## src/rtl/core/rolling_hash_substring_counter_unit_assert.svh

```systemverilog
// ---------------------------------------------------------------------------
// Assertion macros for the rolling hash substring counter
// Concurrent assertion shorthands clocked on clk and disabled in reset.
// ---------------------------------------------------------------------------
`ifndef ROLLING_HASH_SUBSTRING_COUNTER_UNIT_ASSERT_SVH
`define ROLLING_HASH_SUBSTRING_COUNTER_UNIT_ASSERT_SVH

// The condition holds at every clock edge out of reset.
`define RHSC_ASSERT_ALWAYS(label, cond, msg) \
	label: assert property (@(posedge clk) disable iff (!arst_n) (cond)) else $error(msg);

// The consequent holds in the same cycle as the antecedent.
`define RHSC_ASSERT_IMPLY(label, ante, cons, msg) \
	label: assert property (@(posedge clk) disable iff (!arst_n) (ante) |-> (cons)) else $error(msg);

// The consequent holds in the cycle after the antecedent.
`define RHSC_ASSERT_NEXT(label, ante, cons, msg) \
	label: assert property (@(posedge clk) disable iff (!arst_n) (ante) |=> (cons)) else $error(msg);

`endif

```

## src/rtl/core/rhsc_pkg.sv

```systemverilog
// ---------------------------------------------------------------------------
// Rolling hash substring counter package
// Field widths, moduli, register indexes, stage structs and the constant
// folding tables used to keep the rolling hashes in a bounded redundant form.
// ---------------------------------------------------------------------------
`default_nettype none

package rhsc_pkg;

	localparam int BYTE_W     = 8;
	localparam int LEN_W      = 11;
	localparam int HASH_W     = 30;
	localparam int CFG_IDX_W  = 3;
	localparam int CFG_DATA_W = 30;
	localparam int TOTAL_W    = 20;
	localparam int PROD_W     = BYTE_W + HASH_W;
	localparam int RED_W      = 32;
	localparam int ROLL_W     = 41;
	localparam int FOLD_N     = 16;
	localparam int RED_SPAN   = 5;

	localparam logic [HASH_W-1:0] MOD_A     = 30'd1000000007;
	localparam logic [HASH_W-1:0] MOD_B     = 30'd1000000009;
	localparam logic [HASH_W-1:0] HASH_BASE = 30'd347;
	localparam logic [RED_W-1:0]  MOD_A_X4  = {MOD_A, 2'b00};
	localparam logic [RED_W-1:0]  MOD_B_X4  = {MOD_B, 2'b00};

	localparam logic [CFG_IDX_W-1:0] REG_PATTERN_LENGTH  = 3'd0;
	localparam logic [CFG_IDX_W-1:0] REG_PATTERN_HASH_A  = 3'd1;
	localparam logic [CFG_IDX_W-1:0] REG_PATTERN_HASH_B  = 3'd2;
	localparam logic [CFG_IDX_W-1:0] REG_WINDOW_WEIGHT_A = 3'd3;
	localparam logic [CFG_IDX_W-1:0] REG_WINDOW_WEIGHT_B = 3'd4;

	localparam logic [LEN_W-1:0] LEN_RESET = 11'd1;

	typedef logic [FOLD_N-1:0][HASH_W-1:0] fold_tbl_t;

	// Byte entering stage two, with the byte leaving the window.
	typedef struct packed {
		logic              valid;
		logic [BYTE_W-1:0] text_byte;
		logic [BYTE_W-1:0] drop;
		logic              removing;
		logic              last;
		logic              full;
	} rhsc_item_t;

	// Hash comparison leaving the pipeline.
	typedef struct packed {
		logic valid;
		logic last;
		logic match;
	} rhsc_match_t;

	// Entry i holds (i * 2^shift) mod the selected modulus.
	function automatic fold_tbl_t make_fold(int unsigned shift, logic use_b);
		fold_tbl_t   tbl;
		logic [63:0] x;
		for (int i = 0; i < FOLD_N; i++) begin
			x = 64'(i) << shift;
			if (use_b) begin
				tbl[i] = HASH_W'(x % 64'(MOD_B));
			end else begin
				tbl[i] = HASH_W'(x % 64'(MOD_A));
			end
		end
		return tbl;
	endfunction

	localparam fold_tbl_t FOLD_A0 = make_fold(30, 1'b0);
	localparam fold_tbl_t FOLD_A1 = make_fold(34, 1'b0);
	localparam fold_tbl_t FOLD_A2 = make_fold(38, 1'b0);
	localparam fold_tbl_t FOLD_B0 = make_fold(30, 1'b1);
	localparam fold_tbl_t FOLD_B1 = make_fold(34, 1'b1);
	localparam fold_tbl_t FOLD_B2 = make_fold(38, 1'b1);

	// Replaces the bits above 2^30 by their residues. The result is congruent
	// to t and stays below 2^30 + 3 * modulus, which fits in 32 bits.
	function automatic logic [RED_W-1:0] fold_red(logic [ROLL_W-1:0] t, fold_tbl_t t0,
			fold_tbl_t t1, fold_tbl_t t2);
		return RED_W'(t[HASH_W-1:0]) + RED_W'(t0[t[33:30]]) + RED_W'(t1[t[37:34]])
			+ RED_W'(t2[{1'b0, t[40:38]}]);
	endfunction

	// True when the redundant hash h reduces to p. h is below 5 * m, so the
	// candidates are p plus a small multiple of m.
	function automatic logic hash_eq(logic [RED_W-1:0] h, logic [HASH_W-1:0] p,
			logic [HASH_W-1:0] m);
		logic hit;
		hit = 1'b0;
		for (int k = 0; k < RED_SPAN; k++) begin
			hit = hit | ({1'b0, h} == (33'(p) + 33'(k) * 33'(m)));
		end
		return (p < m) && hit;
	endfunction

endpackage

`default_nettype wire

```

## src/rtl/core/rhsc_hash_pipe.sv

```systemverilog
// ---------------------------------------------------------------------------
// Rolling hash pipeline
// Weighs the leaving byte, folds it into an addend and updates both rolling
// hashes once per byte, then compares them with the pattern hashes.
// ---------------------------------------------------------------------------
`default_nettype none

`include "rolling_hash_substring_counter_unit_assert.svh"

module rhsc_hash_pipe (
	input  wire                              clk,
	input  wire                              arst_n,
	input  wire rhsc_pkg::rhsc_item_t        item,
	output logic                             ready,
	input  wire [rhsc_pkg::HASH_W-1:0]       weight_a,
	input  wire [rhsc_pkg::HASH_W-1:0]       weight_b,
	input  wire [rhsc_pkg::HASH_W-1:0]       pattern_a,
	input  wire [rhsc_pkg::HASH_W-1:0]       pattern_b,
	output rhsc_pkg::rhsc_match_t            res,
	input  wire                              take
);
	import rhsc_pkg::*;

	localparam logic [RED_W:0] HASH_LIMIT_A = 33'(1 << HASH_W) + 33'(3) * 33'(MOD_A);
	localparam logic [RED_W:0] HASH_LIMIT_B = 33'(1 << HASH_W) + 33'(3) * 33'(MOD_B);
	localparam logic [RED_W:0] ADD_LIMIT_A  = 33'(MOD_A_X4) + 33'(1 << BYTE_W);

	logic free_s2, free_s3, free_s4;
	logic load_s4;

	logic              v_s2;
	logic [PROD_W-1:0] prod_a_s2, prod_b_s2;
	logic [BYTE_W-1:0] byte_s2;
	logic              last_s2, full_s2;

	logic             v_s3;
	logic [RED_W-1:0] c_a_s3, c_b_s3;
	logic             last_s3, full_s3;

	logic             v_s4;
	logic [RED_W-1:0] hash_a_s4, hash_b_s4;
	logic             last_s4, full_s4;

	logic [RED_W-1:0] hash_a_q, hash_b_q;

	logic [BYTE_W-1:0] drop_eff;
	logic [RED_W-1:0]  c_a, c_b;
	logic [ROLL_W-1:0] roll_a, roll_b;
	logic [RED_W-1:0]  next_a, next_b;

	assign free_s4 = !v_s4 || take;
	assign free_s3 = !v_s3 || free_s4;
	assign free_s2 = !v_s2 || free_s3;
	assign ready   = free_s2;
	assign load_s4 = v_s3 && free_s4;

	// The ring entry is only meaningful once the window is full.
	assign drop_eff = item.removing ? item.drop : '0;

	// Addend for the recurrence: byte minus the weighted leaving byte, kept
	// positive by adding four times the modulus.
	assign c_a = MOD_A_X4 - fold_red(ROLL_W'(prod_a_s2), FOLD_A0, FOLD_A1, FOLD_A2)
		+ RED_W'(byte_s2);
	assign c_b = MOD_B_X4 - fold_red(ROLL_W'(prod_b_s2), FOLD_B0, FOLD_B1, FOLD_B2)
		+ RED_W'(byte_s2);

	assign roll_a = ROLL_W'(hash_a_q) * ROLL_W'(HASH_BASE) + ROLL_W'(c_a_s3);
	assign roll_b = ROLL_W'(hash_b_q) * ROLL_W'(HASH_BASE) + ROLL_W'(c_b_s3);
	assign next_a = fold_red(roll_a, FOLD_A0, FOLD_A1, FOLD_A2);
	assign next_b = fold_red(roll_b, FOLD_B0, FOLD_B1, FOLD_B2);

	always_ff @(posedge clk or negedge arst_n) begin
		if (!arst_n) begin
			v_s2     <= 1'b0;
			v_s3     <= 1'b0;
			v_s4     <= 1'b0;
			hash_a_q <= '0;
			hash_b_q <= '0;
		end else begin
			if (free_s2) v_s2 <= item.valid;
			if (free_s3) v_s3 <= v_s2;
			if (free_s4) v_s4 <= v_s3;
			if (load_s4) begin
				hash_a_q <= last_s3 ? '0 : next_a;
				hash_b_q <= last_s3 ? '0 : next_b;
			end
		end
	end

	always_ff @(posedge clk) begin
		if (item.valid && free_s2) begin
			prod_a_s2 <= {{HASH_W{1'b0}}, drop_eff} * {{BYTE_W{1'b0}}, weight_a};
			prod_b_s2 <= {{HASH_W{1'b0}}, drop_eff} * {{BYTE_W{1'b0}}, weight_b};
			byte_s2   <= item.text_byte;
			last_s2   <= item.last;
			full_s2   <= item.full;
		end
		if (v_s2 && free_s3) begin
			c_a_s3  <= c_a;
			c_b_s3  <= c_b;
			last_s3 <= last_s2;
			full_s3 <= full_s2;
		end
		if (load_s4) begin
			hash_a_s4 <= next_a;
			hash_b_s4 <= next_b;
			last_s4   <= last_s3;
			full_s4   <= full_s3;
		end
	end

	always_comb begin
		res.valid = v_s4;
		res.last  = last_s4;
		res.match = full_s4 && hash_eq(hash_a_s4, pattern_a, MOD_A)
			&& hash_eq(hash_b_s4, pattern_b, MOD_B);
	end

	`RHSC_ASSERT_ALWAYS(a_hash_bounded, ({1'b0, hash_a_q} < HASH_LIMIT_A) && ({1'b0, hash_b_q} < HASH_LIMIT_B), "rolling hash left its redundant range")
	`RHSC_ASSERT_NEXT(a_hash_cleared, load_s4 && last_s3, (hash_a_q == '0) && (hash_b_q == '0), "rolling hash not cleared after the last byte")
	`RHSC_ASSERT_IMPLY(a_addend_bounded, v_s3, {1'b0, c_a_s3} < ADD_LIMIT_A, "recurrence addend out of range")

endmodule

`default_nettype wire

```

## config.mk

```make
export PLATFORM = sky130hd
export DESIGN_NAME = rhsc_hash_pipe
export DESIGN_NICKNAME = d
export VERILOG_FILES = /design/src/rtl/core/rhsc_pkg.sv /design/src/rtl/core/rhsc_hash_pipe.sv
export VERILOG_INCLUDE_DIRS = /design/src /design/src/rtl/core
export SDC_FILE = /design/constraint.sdc
export NUM_CORES = 2
export LEC_CHECK = 0
export BUFFER_PORTS_ARGS = -buffer_cell sky130_fd_sc_hd__buf_2
export CORE_ASPECT_RATIO = 2
export CORE_MARGIN = 2
export CORE_UTILIZATION = 25
export DETAILED_ROUTE_END_ITERATION = 8
export PLACE_DENSITY_LB_ADDON = 0.25
export SYNTH_ARGS = -nofsm -noshare
export SYNTH_HDL_FRONTEND = slang
export SYNTH_SLANG_ARGS = --single-unit
```

## constraint.sdc

```tcl
create_clock -name clk -period 15.21 [get_ports clk]
set_clock_uncertainty 0.05 [all_clocks]
set_input_delay 1.521 -clock clk [delete_from_list [all_inputs] [get_ports clk]]
set_output_delay 1.521 -clock clk [all_outputs]
set_load 0.02 [all_outputs]
```

After elaboration in Yosys (flattened, before gate mapping)
Memories as Yosys holds them, arrays and structs flattened. A register that Yosys moved wholly into a read port is not among the register bits.
Index checks and enable logic that the tools add are counted.
W data, S select, Z words.
- bits in registers: 285
- memory bits (read-only): 4320
- output and inout port bits: 4
- memories kept: 10
- $add $sub $neg: 24
- multiply operators: 4
- magnitude comparators: 12
- equal/unequal tests: 10
- multiplexer cells: 17
- bitwise gates (word level): 8
- reductions and logical operators: 13
- memory list (memory ; words ; width ; rd ports ; clocked after Yosys merged registers in ; wr ports ; line ; RTL):
    (name not given) ; 16 ; 30 ; 1 ; 0 ; 0 ; rhsc_pkg.sv:81 ; return RED_W'(t[HASH_W-1:0]) + RED_W'(t0[t[33:30]]) + RED_W'(t1[t[37:34]])
    (name not given) ; 16 ; 30 ; 1 ; 0 ; 0 ; rhsc_pkg.sv:81 ;
    (name not given) ; 16 ; 30 ; 1 ; 0 ; 0 ; rhsc_pkg.sv:81 ;
    (name not given) ; 16 ; 30 ; 1 ; 0 ; 0 ; rhsc_pkg.sv:81 ;
    (name not given) ; 16 ; 30 ; 1 ; 1 ; 0 ; rhsc_pkg.sv:81 ;
    (name not given) ; 16 ; 30 ; 1 ; 1 ; 0 ; rhsc_pkg.sv:81 ;
    4 more memories ; -- ; -- ; -- ; -- ; -- ; -- ;
- operators with widths (cell ; number):
    $mux W30 ; 10
    $add A30 B32 Y33 const B ; 4
    $eq A32 B33 Y1 ; 4
    $add A31 B30 Y32 ; 4
    $add A30 B30 Y31 ; 4
    $add A41 B32 Y41 ; 2
    $mul A32 B9 Y41 const B ; 2
    $mul A8 B30 Y38 ; 2
    $add A30 B31 Y32 const B ; 2
    $add A32 B30 Y32 ; 2
    $add A32 B8 Y32 ; 2
    $eq A32 B30 Y1 ; 2
    $eq A32 B31 Y1 ; 2
    $eq A32 B32 Y1 ; 2
    $mux W32 ; 2
    $sub A32 B32 Y32 const A ; 2
    $add A30 B30 Y31 const B ; 2
    $lt A30 B30 Y1 const B ; 2
    $lt A4 B5 Y1 const B ; 8
    $mux W4 ; 4
    $lt A3 B5 Y1 const B ; 2
    $mux W8 ; 1
    $or A1 B1 Y1 ; 8
    $logic_and A1 B1 Y1 ; 7
    2 further kinds ; 6

Depth between registers and ports, before layout
- depth in word-level cells: 9
- gate-level depth with buffers: 42

Least setup slack after synthesis
OpenSTA, ideal clock, no wires.
- path type: flip-flop to flip-flop
- start point: register hash_b_q[9]
- end point: register hash_b_q[29]
- setup time: 0.121 ns
- arrival time: 9.991 ns
- data required time: 15.039 ns
- slack: 5.048 ns
- stages on the path, launching flop included: 43
- path buffers: 1
- clock period less this slack: 10.162 ns
- cells stage by stage: dfrtp_1 > ha_1 > inv_1 > fa_1 > inv_1 > fa_1 > fa_1 > inv_1 > fa_1 > inv_1 > ha_1 > inv_1 > o21bai_1 > a21oi_1 > o311ai_0 > nor3_1 > or4_1 > o2111ai_1 > [7 not listed] > a21oi_1 > fa_1 > inv_1 > fa_1 > ha_1 > fa_1 > a21o_1 > a21oi_1 > o21ai_0 > a21oi_1 > a311oi_1 > a21o_1 > o221a_2 > or2_2 > a21o_1 > a21oi_1 > xnor2_1 > a22o_1
- word-level cells in the longest chain between the ends: 8
- elaborated cells on any way between the ends: 12
- classes of those cells: 4 x add/sub; 1 x mul; 4 x mux; 3 x memory
- RTL lines (what ; line ; RTL):
    start, declared ; rhsc_hash_pipe.sv:44 ; logic [RED_W-1:0] hash_a_q, hash_b_q;
    start signal, assigned ; rhsc_hash_pipe.sv:85 ; hash_b_q <= last_s3 ? '0 : next_b;
    $mul A32 B9 Y41 (*) ; rhsc_hash_pipe.sv:68 ; assign roll_b = ROLL_W'(hash_b_q) * ROLL_W'(HASH_BASE) + ROLL_W'(c_b_s3);
    $add A41 B32 Y41 (*) ; rhsc_hash_pipe.sv:68 ;
    $mem_v2 Z16 W30 ; -- ;
    $mux W30 (implied by the code) ; rhsc_pkg.sv:81 ;
    $add A30 B30 Y31 ; rhsc_pkg.sv:81 ;
    $add A31 B30 Y32 ; rhsc_pkg.sv:81 ;
    $add A32 B30 Y32 (*) ; rhsc_pkg.sv:82 ; + RED_W'(t2[{1'b0, t[40:38]}]);
    via next_b[29] ; rhsc_hash_pipe.sv:49 ; logic [RED_W-1:0] next_a, next_b;
    $mux W32 (*) ; rhsc_hash_pipe.sv:85 ;
The timed path passes the listed nets; every way through them passes the cells marked *. The select of a mux whose other input is x is not followed.
A chain may end at the register's enable or synchronous reset.

Worst setup path in the final report
- start point: register hash_b_q[14]
- end point: register hash_b_q[29]
The elaborated chain is that of the path after synthesis.

==> impl_metrics.toml <==
[status]
status = "finished, final reports clean"

[sta]
fmax_mhz = 84.8
timing.final.crit_share_pct = 77.5
fin_tns_setup_ns = 0
maxSlewViolCount = 0
setup_viol = 0
relSlewSlack_pct = 20.4
finalCriticalPeriod_ns = 11.79
whs_ns = 0.378
tightest_slew_ns = 1.19
hold_viol_final = 0
rsz0062_at_grt = "no"

[logic_synthesis]
synth_nets = 9028
async_flop_share_pct = 16.8
synthCells = 7349
synthTopCellsByCount = "1211 x inv_1, 814 x fa_1, 722 x ha_1"
synth_area_leader_cell = "fa_1"
yosysMostFrequentCell = "inv_1"
synthXorXnorAreaFrac_pct = 6.14
synth_cell_types = 102
ys.warnings.count = 0
synth_compound_area_share_pct = 15.1
synthTopCellsByArea = "fa_1 25%, ha_1 14%, edfxtp_1 10%"
synth_area_sq_um = 65100
synth_simple_gate_area_share_pct = 14.0
syn_avg_cell_area_sq_um = 8.86
ys.flop_type = "edfxtp_1"
synth_top_family_by_area = "adder cells"
synth-edff-count = 218
synth_fa_ha_area_share_pct = 38.9
ys_seq_area_share_pct = 16.1
yosysTopAreaCellShare_pct = 25.0
synth_mux_area_share_pct = 1.07
synth-seq-cells = 398

[clock_network]
cts-resized-gates = 0
insertion_delay_ns = 0.65
path_clk_slew_ns = 0.06
cts_setup_buffers = 0
cts_made_buffers = 46
cts.htree.levels = 2
cts_tree = "yes"
cts_buffer_depth = 3
clock_sinks = 398
cts_hold_buf = 0
cts_root_buf = "clkbuf_16"

[floorplanning]
dieArea_sq_um = 265000
die-height_microns = 726
die_x_microns = 365
pin_count = 147
core_sq_um = 260000
start_util_pct = 25.1
rows = 265

[critical_path]
cp_common_cell = "fa_1"
worstPathRequired_ns = 15.66
r2r-start = "hash_b_q[14]"
cp_max_fo = 14
path_buf_inv = 7
cp-endpoint = "hash_b_q[29]"
worstSetupStartpoint = "hash_b_q[14]"
critPathCaptureType = "register"
r2r-end = "hash_b_q[29]"
rrSetupSlack_ns = 3.42
arrival_ns = 12.24
path_delay_family = "adder cells"
critPathKind = "register to register"
critPathMaxStageDelay_ns = 0.77
crit_cells = 42
cp_slowest_cell = "nor4bb_1"
r2r_cells = 42
crit_path_start_kind = "register"

[routing]
route.detailed.drc = 0
drt_iter0_markers = 3687
wl_per_cell_microns = 18.6
vias = 51200
drt-pass1-iter-count = 5
viasPerCell = 4.73
drt-total-wl_mm = 202
ant_nets = 0

[global_route]
antenna_found_initial = 11
grt_max_degree = 123
grt-ovfl-total = 0
grt_pass1_vias = 52000
grt_pass1_wl_mm = 315
grt_usage_pct = 15.1

[placed_design]
dp_hpwl_mm = 167
io_buffers = 146
gp_congestion = 0.950
place_inst = 10700

[final_layout]
final_net_count = 8998
final_cells = 10800
fillers = 28100
layout-drive-gt1-share_pct = 5.25
final_core_util_pct = 27.4
area_growth_pct = 9.32

[job]
maxCapViolations = 0

[min_path]
holdCritPathClass = "register to register"
[cells in the final DEF, fill, tap and decap left out, types with 136 or more instances in the layout]
cell type,netlist,routed
nor2_1,406,405
xor2_1,163,162
xnor2_1,286,283
ha_1,722,722
a21o_1,136,136
buf_2,19,144
inv_1,1211,1210
fa_1,814,814
nand2_1,623,622
edfxtp_1,218,218
a21oi_1,443,443
o21ai_0,300,300
and3_1,259,259
[per-stage QoR]
| step | worst slack [ns] | instance area [sq um] |
|---|---|---|
| after floorplan | 5.05 | 65100 |
| after global placement | 3.48 | 69600 |
| after detailed placement | 3.42 | 69600 |
| after CTS | 3.38 | 71200 |
| after global routing | 2.76 | 71200 |
| final | 3.42 | 71200 |
[area by class of cell]
class	instances	area (sq um)	share of cell area, %
diodes	6	15.0	0.0211
clock inverters	29	315	0.443
multi-input cells	5453	49000	68.9
clock buffers	57	1270	1.79
inverters	1217	4570	6.42
flip-flops and latches	398	10500	14.7
repair buffers	203	1160	1.63
well taps	3471	4340	6.10
[how the worst min path moves through the flow]
stage / startpoint / endpoint / slack [ns] / cells after the start
after floorplan: full_s2 / full_s3 / 0.35 / 0
after global placement: last_s2 / last_s3 / 0.35 / 0
after detailed placement: full_s2 / full_s3 / 0.36 / 0
after CTS: full_s2 / full_s3 / 0.38 / 0
after global routing: last_s2 / last_s3 / 0.39 / 0
final: full_s2 / full_s3 / 0.38 / 0
[kinds of logic (layout without fill, tap and decap cells)]
| kind of cell | count (synthesis) | count (layout) |
|---|---|---|
| compound gates | 1506 | 1506 |
| xor+xnor | 453 | 453 |
| fa+ha+maj | 1536 | 1536 |
| buf+inv | 1498 | 1506 |
| flops | 398 | 398 |
| mux | 64 | 64 |
| other cells | 0 | 6 |
| simple gates | 1894 | 1894 |
[metal layers]
| layer | vias up | GRT usage [%] | share of wire, % | wire length, microns |
|---|---|---|---|---|
| met5 | - | 0 | 0.011 | 23 |
| met4 | 4 | 3.84 | 2.8 | 5710 |
| met3 | 231 | 1.34 | 4.6 | 9340 |
| met2 | 1261 | 25.1 | 47 | 95000 |
| met1 | 25100 | 20.9 | 45 | 91500 |
| li1 | 24600 | - | - | - |
Power is left out: the tool's default activity adds up to more than one toggle a clock period on the data nets, which glitch-free logic cannot reach.
